--- config.mk ---
export PLATFORM = sky130hd
export DESIGN_NAME = disk_request_sequencer_top
export DESIGN_NICKNAME = d
export VERILOG_FILES = /design/src/rtl/core/drs_pkg.sv /design/src/rtl/core/drs_datapath.sv /design/src/rtl/core/drs_ctrl.sv /design/src/rtl/core/disk_request_sequencer_top.sv
export VERILOG_INCLUDE_DIRS = /design/src /design/src/rtl/core
export SDC_FILE = /design/constraint.sdc
export NUM_CORES = 1
export LEC_CHECK = 0
export BUFFER_PORTS_ARGS = -buffer_cell sky130_fd_sc_hd__clkbuf_2
export CAP_MARGIN = 20
export CORE_MARGIN = 4
export CORE_UTILIZATION = 35
export CTS_CLUSTER_SIZE = 10
export DETAILED_ROUTE_END_ITERATION = 10
export GPL_ROUTABILITY_DRIVEN = 0
export MAX_ROUTING_LAYER = met4
export SETUP_SLACK_MARGIN = 0.15
export SLEW_MARGIN = 20
export SYNTH_ARGS = -nofsm -noshare
export SYNTH_HDL_FRONTEND = slang
export SYNTH_SLANG_ARGS = --single-unit
--- constraint.sdc ---
create_clock -name clock -period 7.28 [get_ports clock]
set_input_delay 0.364 -clock clock [delete_from_list [all_inputs] [get_ports clock]]
set_output_delay 0.364 -clock clock [all_outputs]
set_load 0.01 [all_outputs]
--- src/rtl/core/disk_request_sequencer_top_macros.svh ---
// assertion macros for the disk request sequencer
`ifndef DISK_REQUEST_SEQUENCER_TOP_MACROS_SVH
`define DISK_REQUEST_SEQUENCER_TOP_MACROS_SVH

// antecedent implies consequent in the same cycle
`define DRS_ASSERT_SAME(label, ante, cons) \
   label: assert property (@(posedge clock) disable iff (reset) (ante) |-> (cons)) \
      else $error("disk request sequencer check failed");

// antecedent implies consequent in the next cycle
`define DRS_ASSERT_NEXT(label, ante, cons) \
   label: assert property (@(posedge clock) disable iff (reset) (ante) |=> (cons)) \
      else $error("disk request sequencer check failed");

`endif

--- src/rtl/core/drs_pkg.sv ---
// shared types and constants of the disk request sequencer
`timescale 1ns / 1ps
`default_nettype none
package drs_pkg;

   localparam logic [1:0] OP_SUBMIT = 2'd0;
   localparam logic [1:0] OP_IRQ    = 2'd1;
   localparam logic [1:0] OP_POLL   = 2'd2;

   localparam logic [1:0] KIND_RESET = 2'd0;
   localparam logic [1:0] KIND_CMD   = 2'd1;
   localparam logic [1:0] KIND_XFER  = 2'd2;
   localparam logic [1:0] KIND_DONE  = 2'd3;

   localparam logic [1:0] CMD_READ    = 2'd0;
   localparam logic [1:0] CMD_WRITE   = 2'd1;
   localparam logic [1:0] CMD_RESTORE = 2'd2;
   localparam logic [1:0] CMD_SPECIFY = 2'd3;

   localparam logic [1:0] CSR_SPT    = 2'd0;
   localparam logic [1:0] CSR_HEADS  = 2'd1;
   localparam logic [1:0] CSR_CYLS   = 2'd2;
   localparam logic [1:0] CSR_DRIVES = 2'd3;

   localparam logic [7:0] ST_MASK = 8'hF1;
   localparam logic [7:0] ST_GOOD = 8'h50;

   localparam logic [2:0] MAX_RETRIES = 3'd7;
   localparam logic [2:0] RESET_LIMIT = 3'(MAX_RETRIES / 2);
   localparam logic [1:0] DRIVES_MAX  = 2'd2;
   localparam logic [3:0] MINOR_STRIDE = 4'd5;
   localparam logic [4:0] HEADS_MAX   = 5'd16;

   typedef enum logic [2:0] {
      EV_NONE  = 3'd0,
      EV_READ  = 3'd1,
      EV_WRITE = 3'd2,
      EV_RECAL = 3'd3,
      EV_DRQ   = 3'd4
   } event_type;

   typedef enum logic [3:0] {
      S_IDLE,
      S_MUL_A,
      S_MUL_B,
      S_CHECK,
      S_DIV_SEC,
      S_DIV_HEAD,
      S_OUT_RESET,
      S_OUT_SPECIFY,
      S_OUT_RESTORE,
      S_OUT_COMMAND,
      S_OUT_XFER,
      S_OUT_DONE
   } state_type;

   typedef struct packed {
      logic       load;
      logic       mul_a;
      logic       mul_b;
      logic       div_sec;
      logic       div_head;
      logic       sector_inc;
      logic       left_dec;
      logic       emit;
      logic [1:0] emit_kind;
      logic [1:0] emit_cmd;
      logic       emit_success;
      logic       emit_last;
   } ctrl_cmd_type;

   typedef struct packed {
      logic out_free;
      logic bounds_ok;
      logic left_is_one;
      logic div_busy;
   } dp_status_type;

endpackage
`default_nettype wire

--- src/rtl/core/drs_datapath.sv ---
// datapath: geometry registers, request registers, capacity check, divider, result register
`timescale 1ns / 1ps
`default_nettype none
module drs_datapath (
   input  wire logic                 clock,
   input  wire logic                 reset,
   input  wire logic                 csr_we,
   input  wire logic [1:0]           csr_index,
   input  wire logic [15:0]          csr_wdata,
   input  wire logic [3:0]           minor_device,
   input  wire logic [31:0]          start_sector,
   input  wire logic [7:0]           sector_total,
   input  wire drs_pkg::ctrl_cmd_type cmd,
   output drs_pkg::dp_status_type    sts,
   input  wire logic                 rsp_ready,
   output logic                      rsp_valid,
   output logic [1:0]                rsp_kind,
   output logic [1:0]                rsp_command,
   output logic                      rsp_drive,
   output logic [7:0]                rsp_sector_number,
   output logic [3:0]                rsp_head,
   output logic [15:0]               rsp_cylinder,
   output logic [7:0]                rsp_count_field,
   output logic                      rsp_success,
   output logic                      rsp_last
);

   logic [7:0]  spt_ff;
   logic [4:0]  heads_ff;
   logic [15:0] cyls_ff;
   logic [1:0]  drives_ff;
   logic [3:0]  minor_ff;
   logic [31:0] sector_ff;
   logic [7:0]  left_ff;
   logic [12:0] prod_ff, prod_in;
   logic [28:0] cap_ff, cap_in;
   logic [31:0] dvd_ff, dvd_in;
   logic [7:0]  rem_ff, rem_in;
   logic [7:0]  dsr_ff, dsr_in;
   logic [4:0]  cnt_ff, cnt_in;
   logic        busy_ff, busy_in;
   logic [7:0]  secn_ff, secn_in;
   logic [4:0]  heads_eff;
   logic [1:0]  drives_eff;
   logic        drive_sel;
   logic [8:0]  trial;
   logic        trial_ge;

   logic        valid_ff, valid_in;
   logic [1:0]  kind_ff, kind_in;
   logic [1:0]  ocmd_ff, ocmd_in;
   logic        drv_ff, drv_in;
   logic [7:0]  osec_ff, osec_in;
   logic [3:0]  ohead_ff, ohead_in;
   logic [15:0] ocyl_ff, ocyl_in;
   logic [7:0]  ocnt_ff, ocnt_in;
   logic        ok_ff, ok_in;
   logic        last_ff, last_in;

   always_comb begin
      heads_eff  = (heads_ff > drs_pkg::HEADS_MAX) ? drs_pkg::HEADS_MAX : heads_ff;
      drives_eff = (drives_ff > drs_pkg::DRIVES_MAX) ? drs_pkg::DRIVES_MAX : drives_ff;
      drive_sel  = (minor_ff == drs_pkg::MINOR_STRIDE);
   end

   // configuration and request registers
   always_ff @(posedge clock) begin
      if (reset) begin
         spt_ff    <= 8'd17;
         heads_ff  <= 5'd4;
         cyls_ff   <= 16'd615;
         drives_ff <= 2'd1;
      end else if (csr_we) begin
         case (csr_index)
            drs_pkg::CSR_SPT:    spt_ff    <= csr_wdata[7:0];
            drs_pkg::CSR_HEADS:  heads_ff  <= csr_wdata[4:0];
            drs_pkg::CSR_CYLS:   cyls_ff   <= csr_wdata;
            drs_pkg::CSR_DRIVES: drives_ff <= csr_wdata[1:0];
            default: ;
         endcase
      end
   end

   always_ff @(posedge clock) begin
      if (reset) begin
         minor_ff  <= '0;
         sector_ff <= '0;
         left_ff   <= '0;
      end else begin
         if (cmd.load) begin
            minor_ff  <= minor_device;
            sector_ff <= start_sector;
            left_ff   <= sector_total;
         end else begin
            if (cmd.sector_inc) sector_ff <= sector_ff + 32'd1;
            if (cmd.left_dec) left_ff <= left_ff - 8'd1;
         end
      end
   end

   // capacity = spt * heads * cylinders, spt * heads on mul_a, then times cylinders on mul_b
   always_comb begin
      prod_in = cmd.mul_a ? (13'(spt_ff) * 13'(heads_eff)) : prod_ff;
      cap_in  = cmd.mul_b ? (29'(prod_ff) * 29'(cyls_ff)) : cap_ff;
   end

   always_ff @(posedge clock) begin
      prod_ff <= prod_in;
      cap_ff  <= cap_in;
   end

   // restoring divider, one quotient bit a cycle
   always_comb begin
      trial    = {rem_ff, dvd_ff[31]};
      trial_ge = (trial >= {1'b0, dsr_ff});
      dvd_in   = dvd_ff;
      rem_in   = rem_ff;
      dsr_in   = dsr_ff;
      cnt_in   = cnt_ff;
      busy_in  = busy_ff;
      secn_in  = secn_ff;
      if (cmd.div_sec) begin
         dvd_in  = sector_ff;
         rem_in  = '0;
         dsr_in  = spt_ff;
         cnt_in  = '0;
         busy_in = 1'b1;
      end else if (cmd.div_head) begin
         secn_in = rem_ff + 8'd1;
         dvd_in  = dvd_ff;
         rem_in  = '0;
         dsr_in  = {3'b000, heads_eff};
         cnt_in  = '0;
         busy_in = 1'b1;
      end else if (busy_ff) begin
         rem_in = trial_ge ? 8'(trial - {1'b0, dsr_ff}) : trial[7:0];
         dvd_in = {dvd_ff[30:0], trial_ge};
         cnt_in = cnt_ff + 5'd1;
         if (cnt_ff == 5'd31) busy_in = 1'b0;
      end
   end

   always_ff @(posedge clock) begin
      dvd_ff  <= dvd_in;
      rem_ff  <= rem_in;
      dsr_ff  <= dsr_in;
      cnt_ff  <= cnt_in;
      secn_ff <= secn_in;
      if (reset) busy_ff <= 1'b0;
      else       busy_ff <= busy_in;
   end

   always_comb begin
      sts.out_free    = !valid_ff || rsp_ready;
      sts.bounds_ok   = (((minor_ff == 4'd0) && (drives_eff != 2'd0)) ||
                         (drive_sel && (drives_eff == drs_pkg::DRIVES_MAX))) &&
                        (({1'b0, sector_ff} + 33'd2) <= {4'b0000, cap_ff});
      sts.left_is_one = (left_ff == 8'd1);
      sts.div_busy    = busy_ff;
   end

   // result formatting, unused fields stay zero
   always_comb begin
      valid_in = valid_ff;
      kind_in  = kind_ff;
      ocmd_in  = ocmd_ff;
      drv_in   = drv_ff;
      osec_in  = osec_ff;
      ohead_in = ohead_ff;
      ocyl_in  = ocyl_ff;
      ocnt_in  = ocnt_ff;
      ok_in    = ok_ff;
      last_in  = last_ff;
      if (cmd.emit) begin
         valid_in = 1'b1;
         kind_in  = cmd.emit_kind;
         last_in  = cmd.emit_last;
         ocmd_in  = '0;
         drv_in   = 1'b0;
         osec_in  = '0;
         ohead_in = '0;
         ocyl_in  = '0;
         ocnt_in  = '0;
         ok_in    = 1'b0;
         case (cmd.emit_kind)
            drs_pkg::KIND_CMD: begin
               ocmd_in = cmd.emit_cmd;
               drv_in  = drive_sel;
               case (cmd.emit_cmd)
                  drs_pkg::CMD_SPECIFY: begin
                     osec_in  = spt_ff;
                     ohead_in = 4'(heads_eff - 5'd1);
                     ocyl_in  = cyls_ff;
                     ocnt_in  = spt_ff;
                  end
                  drs_pkg::CMD_RESTORE: begin
                     ocnt_in = spt_ff;
                  end
                  default: begin
                     osec_in  = secn_ff;
                     ohead_in = rem_ff[3:0];
                     ocyl_in  = dvd_ff[15:0];
                     ocnt_in  = left_ff;
                  end
               endcase
            end
            drs_pkg::KIND_DONE: ok_in = cmd.emit_success;
            default: ;
         endcase
      end else if (rsp_ready) begin
         valid_in = 1'b0;
      end
   end

   always_ff @(posedge clock) begin
      if (reset) valid_ff <= 1'b0;
      else       valid_ff <= valid_in;
      kind_ff  <= kind_in;
      ocmd_ff  <= ocmd_in;
      drv_ff   <= drv_in;
      osec_ff  <= osec_in;
      ohead_ff <= ohead_in;
      ocyl_ff  <= ocyl_in;
      ocnt_ff  <= ocnt_in;
      ok_ff    <= ok_in;
      last_ff  <= last_in;
   end

   assign rsp_valid         = valid_ff;
   assign rsp_kind          = kind_ff;
   assign rsp_command       = ocmd_ff;
   assign rsp_drive         = drv_ff;
   assign rsp_sector_number = osec_ff;
   assign rsp_head          = ohead_ff;
   assign rsp_cylinder      = ocyl_ff;
   assign rsp_count_field   = ocnt_ff;
   assign rsp_success       = ok_ff;
   assign rsp_last          = last_ff;

endmodule
`default_nettype wire

--- src/rtl/core/drs_ctrl.sv ---
// controller: request state, retry bookkeeping and sequencing of the datapath
`timescale 1ns / 1ps
`default_nettype none
module drs_ctrl (
   input  wire logic                  clock,
   input  wire logic                  reset,
   input  wire logic                  req_valid,
   output logic                       req_ready,
   input  wire logic [1:0]            op,
   input  wire logic                  is_write,
   input  wire logic [7:0]            status_byte,
   input  wire logic                  data_ready,
   input  wire drs_pkg::dp_status_type sts,
   output drs_pkg::ctrl_cmd_type      cmd
);

   drs_pkg::state_type state_ff, state_in;
   drs_pkg::event_type await_ff, await_in;
   logic       active_ff, active_in;
   logic       write_ff, write_in;
   logic [2:0] err_ff, err_in;
   logic       rst_pend_ff, rst_pend_in;
   logic       recal_ff, recal_in;
   logic       done_next_ff, done_next_in;
   logic       ok_ff, ok_in;
   logic       good;
   logic       bad;
   logic       take;
   logic [2:0] err_inc;

   always_ff @(posedge clock) begin
      if (reset) begin
         state_ff     <= drs_pkg::S_IDLE;
         await_ff     <= drs_pkg::EV_NONE;
         active_ff    <= 1'b0;
         write_ff     <= 1'b0;
         err_ff       <= '0;
         rst_pend_ff  <= 1'b0;
         recal_ff     <= 1'b0;
         done_next_ff <= 1'b0;
         ok_ff        <= 1'b0;
      end else begin
         state_ff     <= state_in;
         await_ff     <= await_in;
         active_ff    <= active_in;
         write_ff     <= write_in;
         err_ff       <= err_in;
         rst_pend_ff  <= rst_pend_in;
         recal_ff     <= recal_in;
         done_next_ff <= done_next_in;
         ok_ff        <= ok_in;
      end
   end

   always_comb begin
      state_in     = state_ff;
      await_in     = await_ff;
      active_in    = active_ff;
      write_in     = write_ff;
      err_in       = err_ff;
      rst_pend_in  = rst_pend_ff;
      recal_in     = recal_ff;
      done_next_in = done_next_ff;
      ok_in        = ok_ff;
      cmd          = '0;
      req_ready    = (state_ff == drs_pkg::S_IDLE);
      take         = req_valid && req_ready;
      good         = ((status_byte & drs_pkg::ST_MASK) == drs_pkg::ST_GOOD);
      err_inc      = err_ff + 3'd1;
      bad          = 1'b0;

      case (state_ff)
         drs_pkg::S_IDLE: begin
            if (take) begin
               case (op)
                  drs_pkg::OP_SUBMIT: begin
                     if (!active_ff) begin
                        active_in = 1'b1;
                        write_in  = is_write;
                        err_in    = '0;
                        cmd.load  = 1'b1;
                        await_in  = drs_pkg::EV_NONE;
                        state_in  = drs_pkg::S_MUL_A;
                     end
                  end
                  drs_pkg::OP_POLL: begin
                     if (await_ff == drs_pkg::EV_DRQ) begin
                        if (data_ready) begin
                           await_in     = drs_pkg::EV_WRITE;
                           done_next_in = 1'b0;
                           state_in     = drs_pkg::S_OUT_XFER;
                        end else begin
                           bad = 1'b1;
                        end
                     end
                  end
                  drs_pkg::OP_IRQ: begin
                     case (await_ff)
                        drs_pkg::EV_READ: begin
                           if (!good) begin
                              bad = 1'b1;
                           end else begin
                              err_in         = '0;
                              cmd.sector_inc = 1'b1;
                              cmd.left_dec   = 1'b1;
                              state_in       = drs_pkg::S_OUT_XFER;
                              done_next_in   = sts.left_is_one;
                              if (sts.left_is_one) begin
                                 ok_in     = 1'b1;
                                 active_in = 1'b0;
                                 await_in  = drs_pkg::EV_NONE;
                              end
                           end
                        end
                        drs_pkg::EV_WRITE: begin
                           if (!good) begin
                              bad = 1'b1;
                           end else begin
                              cmd.left_dec = 1'b1;
                              if (sts.left_is_one) begin
                                 ok_in     = 1'b1;
                                 active_in = 1'b0;
                                 await_in  = drs_pkg::EV_NONE;
                                 err_in    = '0;
                                 state_in  = drs_pkg::S_OUT_DONE;
                              end else begin
                                 cmd.sector_inc = 1'b1;
                                 done_next_in   = 1'b0;
                                 state_in       = drs_pkg::S_OUT_XFER;
                              end
                           end
                        end
                        drs_pkg::EV_RECAL: begin
                           if (!good) begin
                              bad = 1'b1;
                           end else begin
                              await_in = drs_pkg::EV_NONE;
                              state_in = drs_pkg::S_MUL_A;
                           end
                        end
                        default: ;
                     endcase
                  end
                  default: ;
               endcase

               // error path: count, mark reset, fail or dispatch again
               if (bad) begin
                  if (err_inc > drs_pkg::RESET_LIMIT) rst_pend_in = 1'b1;
                  await_in = drs_pkg::EV_NONE;
                  if (err_inc >= drs_pkg::MAX_RETRIES) begin
                     active_in = 1'b0;
                     err_in    = '0;
                     ok_in     = 1'b0;
                     state_in  = drs_pkg::S_OUT_DONE;
                  end else begin
                     err_in   = err_inc;
                     state_in = drs_pkg::S_MUL_A;
                  end
               end
            end
         end
         drs_pkg::S_MUL_A: begin
            cmd.mul_a = 1'b1;
            state_in  = drs_pkg::S_MUL_B;
         end
         drs_pkg::S_MUL_B: begin
            cmd.mul_b = 1'b1;
            state_in  = drs_pkg::S_CHECK;
         end
         drs_pkg::S_CHECK: begin
            if (!sts.bounds_ok) begin
               active_in = 1'b0;
               err_in    = '0;
               ok_in     = 1'b0;
               await_in  = drs_pkg::EV_NONE;
               state_in  = drs_pkg::S_OUT_DONE;
            end else if (rst_pend_ff) begin
               rst_pend_in = 1'b0;
               recal_in    = 1'b1;
               await_in    = drs_pkg::EV_RECAL;
               state_in    = drs_pkg::S_OUT_RESET;
            end else if (recal_ff) begin
               recal_in = 1'b0;
               await_in = drs_pkg::EV_RECAL;
               state_in = drs_pkg::S_OUT_RESTORE;
            end else begin
               cmd.div_sec = 1'b1;
               await_in    = write_ff ? drs_pkg::EV_DRQ : drs_pkg::EV_READ;
               state_in    = drs_pkg::S_DIV_SEC;
            end
         end
         drs_pkg::S_DIV_SEC: begin
            if (!sts.div_busy) begin
               cmd.div_head = 1'b1;
               state_in     = drs_pkg::S_DIV_HEAD;
            end
         end
         drs_pkg::S_DIV_HEAD: begin
            if (!sts.div_busy) state_in = drs_pkg::S_OUT_COMMAND;
         end
         drs_pkg::S_OUT_RESET: begin
            if (sts.out_free) begin
               cmd.emit      = 1'b1;
               cmd.emit_kind = drs_pkg::KIND_RESET;
               state_in      = drs_pkg::S_OUT_SPECIFY;
            end
         end
         drs_pkg::S_OUT_SPECIFY: begin
            if (sts.out_free) begin
               cmd.emit      = 1'b1;
               cmd.emit_kind = drs_pkg::KIND_CMD;
               cmd.emit_cmd  = drs_pkg::CMD_SPECIFY;
               cmd.emit_last = 1'b1;
               state_in      = drs_pkg::S_IDLE;
            end
         end
         drs_pkg::S_OUT_RESTORE: begin
            if (sts.out_free) begin
               cmd.emit      = 1'b1;
               cmd.emit_kind = drs_pkg::KIND_CMD;
               cmd.emit_cmd  = drs_pkg::CMD_RESTORE;
               cmd.emit_last = 1'b1;
               state_in      = drs_pkg::S_IDLE;
            end
         end
         drs_pkg::S_OUT_COMMAND: begin
            if (sts.out_free) begin
               cmd.emit      = 1'b1;
               cmd.emit_kind = drs_pkg::KIND_CMD;
               cmd.emit_cmd  = write_ff ? drs_pkg::CMD_WRITE : drs_pkg::CMD_READ;
               cmd.emit_last = 1'b1;
               state_in      = drs_pkg::S_IDLE;
            end
         end
         drs_pkg::S_OUT_XFER: begin
            if (sts.out_free) begin
               cmd.emit      = 1'b1;
               cmd.emit_kind = drs_pkg::KIND_XFER;
               cmd.emit_last = !done_next_ff;
               state_in      = done_next_ff ? drs_pkg::S_OUT_DONE : drs_pkg::S_IDLE;
            end
         end
         drs_pkg::S_OUT_DONE: begin
            if (sts.out_free) begin
               cmd.emit         = 1'b1;
               cmd.emit_kind    = drs_pkg::KIND_DONE;
               cmd.emit_success = ok_ff;
               cmd.emit_last    = 1'b1;
               state_in         = drs_pkg::S_IDLE;
            end
         end
         default: state_in = drs_pkg::S_IDLE;
      endcase
   end

endmodule
`default_nettype wire

--- src/rtl/core/disk_request_sequencer_top.sv ---
// Disk request sequencer for a two-drive CHS disk controller. Each input
// transaction (submit, completion interrupt or data-ready poll) is taken only
// while the sequencer is idle and yields zero, one or two result transactions.
// An interrupt or poll that needs no new command goes straight to its result
// states. A submit, or any event that dispatches a command, first runs the
// capacity check; a read or write then takes two 32-step divisions (sector
// by sectors per track, track by heads) in one shared bit-serial divider.
// Write geometry through the csr port only while idle; it is not enforced.
`timescale 1ns / 1ps
`default_nettype none
`include "disk_request_sequencer_top_macros.svh"
module disk_request_sequencer_top (
   input  wire logic        clock,
   input  wire logic        reset,
   input  wire logic        req_tvalid,
   output logic             req_tready,
   // minor_device, start_sector, sector_total, is_write, status_byte, data_ready
   input  wire logic [55:0] req_tdata,
   // op
   input  wire logic [1:0]  req_tuser,
   output logic             rsp_tvalid,
   input  wire logic        rsp_tready,
   // command, drive, sector_number, head, cylinder, count_field, success
   output logic [39:0]      rsp_tdata,
   // kind
   output logic [1:0]       rsp_tuser,
   output logic             rsp_tlast,
   input  wire logic        csr_we,
   input  wire logic [1:0]  csr_index,
   input  wire logic [15:0] csr_wdata
);

   drs_pkg::ctrl_cmd_type  cmd_s;
   drs_pkg::dp_status_type sts_s;
   logic [1:0]  rsp_command;
   logic        rsp_drive;
   logic [7:0]  rsp_sector_number;
   logic [3:0]  rsp_head;
   logic [15:0] rsp_cylinder;
   logic [7:0]  rsp_count_field;
   logic        rsp_success;

   drs_ctrl u_ctrl (
      .clock       (clock),
      .reset       (reset),
      .req_valid   (req_tvalid),
      .req_ready   (req_tready),
      .op          (req_tuser),
      .is_write    (req_tdata[44]),
      .status_byte (req_tdata[52:45]),
      .data_ready  (req_tdata[53]),
      .sts         (sts_s),
      .cmd         (cmd_s)
   );

   drs_datapath u_datapath (
      .clock             (clock),
      .reset             (reset),
      .csr_we            (csr_we),
      .csr_index         (csr_index),
      .csr_wdata         (csr_wdata),
      .minor_device      (req_tdata[3:0]),
      .start_sector      (req_tdata[35:4]),
      .sector_total      (req_tdata[43:36]),
      .cmd               (cmd_s),
      .sts               (sts_s),
      .rsp_ready         (rsp_tready),
      .rsp_valid         (rsp_tvalid),
      .rsp_kind          (rsp_tuser),
      .rsp_command       (rsp_command),
      .rsp_drive         (rsp_drive),
      .rsp_sector_number (rsp_sector_number),
      .rsp_head          (rsp_head),
      .rsp_cylinder      (rsp_cylinder),
      .rsp_count_field   (rsp_count_field),
      .rsp_success       (rsp_success),
      .rsp_last          (rsp_tlast)
   );

   assign rsp_tdata = {rsp_success, rsp_count_field, rsp_cylinder, rsp_head,
                       rsp_sector_number, rsp_drive, rsp_command};

   // a new result never overwrites one that is still waiting
   `DRS_ASSERT_SAME(a_emit_free, cmd_s.emit, sts_s.out_free)
   // the divider is only started when idle
   `DRS_ASSERT_SAME(a_div_idle, cmd_s.div_sec || cmd_s.div_head, !sts_s.div_busy)
   // a started division keeps the divider busy in the next cycle
   `DRS_ASSERT_NEXT(a_div_run, cmd_s.div_sec, sts_s.div_busy)

endmodule
`default_nettype wire
== After elaboration in Yosys (flattened, before gate mapping) ==
Cells that the tools add are included.

* Add/sub/neg operators: 8
* Multipliers: 2
* $lt $le $gt $ge: 6
* Eq/ne operators: 60
* Multiplexer cells: 135
* Bitwise operators: 2
* Reduce and logical (&&, ||, !) cells: 41

{| class="wikitable"
|+ Operators by type and width
! kind !! number
|-
| 32-bit two-way mux || 5
|-
| 4-bit two-way mux || 18
|-
| 3-bit two-way mux || 19
|-
| 1-bit two-way mux || 54
|-
| 8-bit two-way mux || 6
|-
| 4-bit one-hot mux with 9 select lines || 1
|-
| 5-bit by 3-bit inequality test with 1-bit output (second input constant) || 7
|-
| 32-bit by 2-bit adder with 33-bit output (second input constant) || 1
|-
| 33-bit by 29-bit <= comparator with 1-bit output || 1
|-
| 32-bit by 1-bit adder with 32-bit output (second input constant) || 1
|-
| 16-bit one-hot mux with 2 select lines || 1
|-
| 3-bit one-hot mux with 2 select lines || 5
|-
| 13-bit by 16-bit multiplier with 29-bit output || 1
|-
| 4-bit one-hot mux with 3 select lines || 2
|-
| 4-bit by 3-bit == test with 1-bit output (second input constant) || 5
|-
| 5-bit two-way mux || 4
|-
| 3-bit one-hot mux with 6 select lines || 1
|-
| 9-bit AND reduction || 2
|-
| 4-bit == test (second input constant) || 4
|-
| 8-bit one-hot mux with 2 select lines || 1
|-
| 2-bit nonzero test || 8
|-
| 2-bit == test (second input constant) || 7
|-
| 2-bit by 1-bit inequality test with 1-bit output (second input constant) || 7
|-
| 1-bit one-hot mux with 2 select lines || 7
|-
| 52 further kinds || 86
|}

* Register bits: 239
* Bits of input ports: 81
* Output and inout port bits: 45

== Logic depth before layout (Yosys ltp) ==
* Depth in word-level cells: 10
* Mapped depth: 21
* Gate-level depth less buffers: 20

== Modules after synthesis ==
A second synthesis with hierarchy kept.

* Cells, all modules: 2240
* Area, all modules: 20703.6 sq um

{| class="wikitable"
|+ Modules (own cells, without submodules)
! module !! instances !! cells each !! area each (sq um) !! seq. area each (sq um)
|-
| drs_datapath || 1 || 2022 || 19008.2 || 5795.6
|-
| drs_ctrl || 1 || 216 || 1680.4 || 320.3
|-
| disk_request_sequencer_top || 1 || 2 || 15.0 || 0.0
|}

== Worst setup path after synthesis ==
No wires, ideal clock.

* Path kind: reg2reg
* Start: reg u_datapath.prod_ff[3]
* End: reg u_datapath.cap_ff[28] (data pin)
* Setup time: 0.265 ns
* Arrival time: 5.551 ns
* Required time: 7.015 ns
* Path slack: 1.464 ns
* Stages on the path, launching flop included: 21
* Path buffers: 1
* Period minus slack after synthesis: 5.816 ns
* Cell sequence: edfxtp_1 > clkbuf_1 > and2_1 > fa_1 > inv_1 > fa_1 > inv_1 > fa_1 > fa_1 > inv_1 > fa_1 > inv_1 > ha_1 > a21oi_1 > o311ai_1 > a2111oi_2 > o31ai_1 > a41o_1 > o21a_1 > a221oi_1 > xnor2_1

* Cells in the longest elaborated chain, start to end: 1

{| class="wikitable"
|+ Ends and longest elaborated chain
! what !! RTL line !! text
|-
| start: declaration || drs_datapath.sv:35 || <nowiki>logic [12:0] prod_ff, prod_in;</nowiki>
|-
| start signal: assignment || drs_datapath.sv:108 || <nowiki>prod_ff <= prod_in;</nowiki>
|-
| 13-bit by 16-bit multiplier with 29-bit output || drs_datapath.sv:104 || <nowiki>cap_in = cmd.mul_b ? (29'(prod_ff) * 29'(cyls_ff)) : cap_ff;</nowiki>
|-
| end signal: assignment || drs_datapath.sv:109 || <nowiki>cap_ff <= cap_in;</nowiki>
|-
| end: declaration || drs_datapath.sv:36 || <nowiki>logic [28:0] cap_ff, cap_in;</nowiki>
|}

No other way between the ends.
A chain may end at the register's enable or synchronous reset.

== Final worst setup path ==
Ends and elaborated chain as after synthesis.

==> results by stage <==
STA:
- The relative slew slack is 32.1%.
- Setup repair after global routing left no endpoint under its margin.
- The number of slew-limit violations in the final report is 0.
- The summed negative setup slack over all endpoints is 0 ns.
- Derived from the worst setup path, the maximum achievable clock frequency is 0.158 GHz.
- The setup clock skew after layout is 0.0173 ns.
- The least setup slack across all paths after layout is 0.932 ns.
- The final count of hold timing violations was 0.
- The pin slew with the least headroom to its limit is 1.02 ns.
- The clock period could shrink to 6.35 ns.
- Setup violations remaining at the end of the flow were counted as 0.
- Dividing the final minimum period by the clock period gives 87.2%.

Setup path:
- The arrival time at the worst endpoint is 6.68 ns.
- By instance count, the cell type seen most on the critical path is sky130_fd_sc_hd__fa_1.
- STA classifies the critical path endpoint as a flip-flop.
- In this run the worst path has a maximum fanout of 16.
- The worst setup path is launched from a flip-flop.
- Among cell families on the critical path, the largest total delay comes from adder cells.
- For the worst setup path, the data required time is 7.61 ns.
- The highest-delay cell along the critical path is sky130_fd_sc_hd__edfxtp_1.
- Counting both buffers and inverters, the worst setup path holds a total of 4.
- By startpoint and endpoint, the worst setup path is classified as flip-flop to flip-flop.
- Traced cell by cell, the critical path runs through and2_1, fa_1, inv_1, fa_1, inv_1, fa_1, fa_1, inv_1, fa_1, inv_1, ha_1, a21oi_1, o311ai_1, a2111oi_2, o31ai_1, a41o_1, o21a_1, a221oi_1, xnor2_1.
- The largest single stage delay on the critical path is 0.63 ns.

Clock network:
- The CTS tree is done.
- The H-tree depth reported by CTS is 1.
- In this run, CTS created clock tree buffers numbering 29.
- The number of sinks driven by the clock tree is 239.
- Hold repair after CTS inserted 6 buffers.
- The clock transition at the register clock pins on the worst setup and hold paths after CTS is 0.07 ns.
- The maximum number of buffers from clock root to sink is 3.
- The clock reaches the later pin of the worst-skew pair after 0.58 ns.
- The setup fix buffers added after clock tree synthesis is 0.
- The tree is rooted in a sky130_fd_sc_hd__clkbuf_16.
- The number of gates resized after CTS was 0.

Floorplanning:
- The height of the die is 249 um.
- Pin placement for this block handled 126 I/O pins.
- The initial utilization of the core area, before any placement, comes to 35.7%.
- The floorplan core area is 56,800 um2.
- The number of core rows is 87.
- From left edge to right edge, the die measures 249 um.
- The die outline area is 61,900 um2.

GRT:
- The initial antenna violation count came to 2.
- The first global-routing pass estimated 86,000 um of wire.
- The total grt overflow is 0.
- The pin count of the biggest net entering global routing is 80.
- Global routing consumed, over all layers together, 17.2% of the routing resources.
- The via count of the first global-routing pass is 16,000.

Power and ir drop:
- Cell internal power was estimated by the tool at 4.98 mW.
- The share of total power dissipated in the clock network is 15.4%.
- The maximum ir drop on the vdd rail is 387 uV.
- Combinational logic is responsible for 58.8% of the overall power.
- Summed over all nets, the switching power comes to 3.91 mW.
- The fraction of power spent switching nets is 44.0%.
- The ratio of total power to cell area is 395 nW/um2.
- Sequential cells burn 25.8% of the power.
- The leakage power is 9.88 nW.

Yosys:
- The register bit total from synthesis is 239.
- The yosys synthesis warning count is 0.
- Counting every net in the synthesized netlist gives 2,596.
- The synthesized netlist occupies a cell area of 20,300 um2.
- The number of instances in the synthesized netlist is 2,196.
- The part of the Yosys area used for sequential elements is 30.2%.
- The dominant register cell in the synthesized netlist is sky130_fd_sc_hd__edfxtp_1.
- The post-synthesis average cell area is 9.24 um2.
- In this run, synthesis inferred 133 flip-flops with an integrated enable.
- After synthesis, the netlist uses 79 different library cells.
- The fraction of synthesis flops using an asynchronous set or reset pin is 0%.

Final layout:
- The multi-input gate area in the final layout is 12,600 um2.
- The number of fillers in the final layout is 5,618.
- At the end of the flow, the number of nets in the layout was 2,665.
- In the layout the commonest cells are 300 x sky130_fd_sc_hd__inv_1, 276 x sky130_fd_sc_hd__nand2_1, 173 x sky130_fd_sc_hd__fa_1, 146 x sky130_fd_sc_hd__ha_1, 133 x sky130_fd_sc_hd__edfxtp_1.
- From synthesis to final layout, the design area changed by 11.0%.
- The storage element area is 6120 um2.
- The leading cell type in the layout, fill and taps excluded is sky130_fd_sc_hd__inv_1.
- The fraction of final layout cells sized beyond drive strength 1 is 10.7%.

Worst hold path:
- In this run the worst hold path is classified as primary input to flip-flop.

Job:
- The total of max-cap violations is 0.

Route:
- The iteration count of the initial detailed-routing pass is 5.
- The average routed wire per standard cell is 17.4 um.
- The count of antenna-violating nets left after detailed routing is 0.
- In the routed layout, each cell is associated on average with a via count of 5.19.
- Wires add up to 53,100 um.
- The number of violations reported at the end of detailed-routing iteration 0 is 966.
- For this run, design rule violations remaining after detail routing come to 0.
- The number of vias after detailed routing is 15,800.

Place:
- The HPWL after detailed placement is 40,400 um.
- Timing analysis after detailed placement gives a worst setup slack of 0.893 ns.
- The port buffer count is 120.

Status:
- The run finished with clean final reports.
## final cells by class
class / count / area share [%]
Tap cell: 756 / 4.20
Sequential cell: 239 / 27.2
Multi-Input combinational cell: 1546 / 56.0
Clock buffer: 49 / 3.74
Antenna cell: 4 / 0.0445
Timing Repair Buffer: 148 / 3.67
Clock inverter: 4 / 0.156
Inverter: 301 / 5.02
## registers in the layout, summed over array words and instances (netlist names), 13 cells and up
name                     flops
u_datapath.cap_ff           29
u_datapath.cyls_ff          16
u_datapath.dvd_ff           32
u_datapath.prod_ff          13
u_datapath.rsp_cylinder     16
u_datapath.sector_ff        32
## path summary, 6_finish.rpt
| check | from | slack [ns] | cells past startpoint | endpoint |
|---|---|---|---|---|
| worst max-delay path | u_datapath.prod_ff[3] | 0.93 | 19 | u_datapath.cap_ff[28] |
| worst min-delay path | csr_wdata[13] | 0.03 | 3 | u_datapath.cyls_ff[13] |
| worst max register to register | u_datapath.prod_ff[3] | 0.93 | 19 | u_datapath.cap_ff[28] |
| worst min register to register | u_datapath.minor_ff[1] | 0.47 | 2 | u_datapath.minor_ff[1] |
## cell families after synthesis
logic type	count (synthesis)	share of synthesized area [%]
adder cells (fa/ha/maj)	319	26.1
AO/OA/AOI/OAI	348	11.2
AND/OR/NAND/NOR	734	17.7
XOR/XNOR	85	3.67
buffers and inverters	411	7.98
flip-flops	239	30.2
multiplexers	60	3.16
## cells in the mapped netlist, drive strengths merged (27+ instances only)
cell type | number | area share, %
inv | 300 | 5.6
nand2 | 276 | 5.1
fa | 173 | 17
ha | 146 | 9.0
nor2 | 134 | 2.5
edfxtp | 133 | 20
and2 | 126 | 3.9
dfxtp | 106 | 10
a21oi | 99 | 2.5
clkbuf | 80 | 1.5
o21ai | 68 | 1.7
xnor2 | 56 | 2.4
nand3 | 50 | 1.3
a22oi | 37 | 1.4
mux2 | 32 | 1.8
buf | 30 | 0.93
xor2 | 29 | 1.3
mux2i | 28 | 1.4
a211oi | 27 | 1.0
## power by group through the flow
stage / registers [mW] / clock network (mW) / logic (mW)
6_report: 2.29 / 1.37 / 5.22
5_1_grt: 2.33 / 1.45 / 6.00
4_1_cts: 2.29 / 1.40 / 5.28
3_5_place_dp: 2.32 / 0 / 5.24
3_3_place_gp: 2.30 / 0 / 5.11
2_1_floorplan: 2.17 / 0 / 4.11
## per-layer routing
| metal | vias up | global-route usage [%] | share of wire (%) |
|---|---|---|---|
| met5 | - | - | 0 |
| met4 | 0 | 5.11 | 2.9 |
| met3 | 88 | 2.93 | 5.6 |
| met2 | 421 | 27.2 | 47 |
| met1 | 7850 | 22.9 | 45 |
| li1 | 7448 | - | - |
## worst register-to-register path: cells and delay by family (launching register included)
| family | cells | cell delay, ns |
|---|---|---|
| adders and majority gates | 6 | 2.91 |
| AOI/OAI and AO/OA | 7 | 1.97 |
| DFF | 1 | 0.63 |
| and+or+nand+nor | 1 | 0.30 |
| buffers and inverters | 4 | 0.19 |
| xor gates and xnor gates | 1 | 0.11 |
## through the flow
step	hold WS (ns)	cells	instance area, um2	total power [mW]	utilization [%]
global route	0.00376	3045	22500	9.78	39.6
detailed placement	0.463	2983	21500	7.55	37.9
floorplan	0.445	2196	20300	6.28	-
global placement	0.463	2983	21500	7.42	37.9
finish	0.0302	3047	22500	8.89	39.6
CTS	0.00468	3042	22500	8.97	39.6
Power figures use the tool's default switching activity.
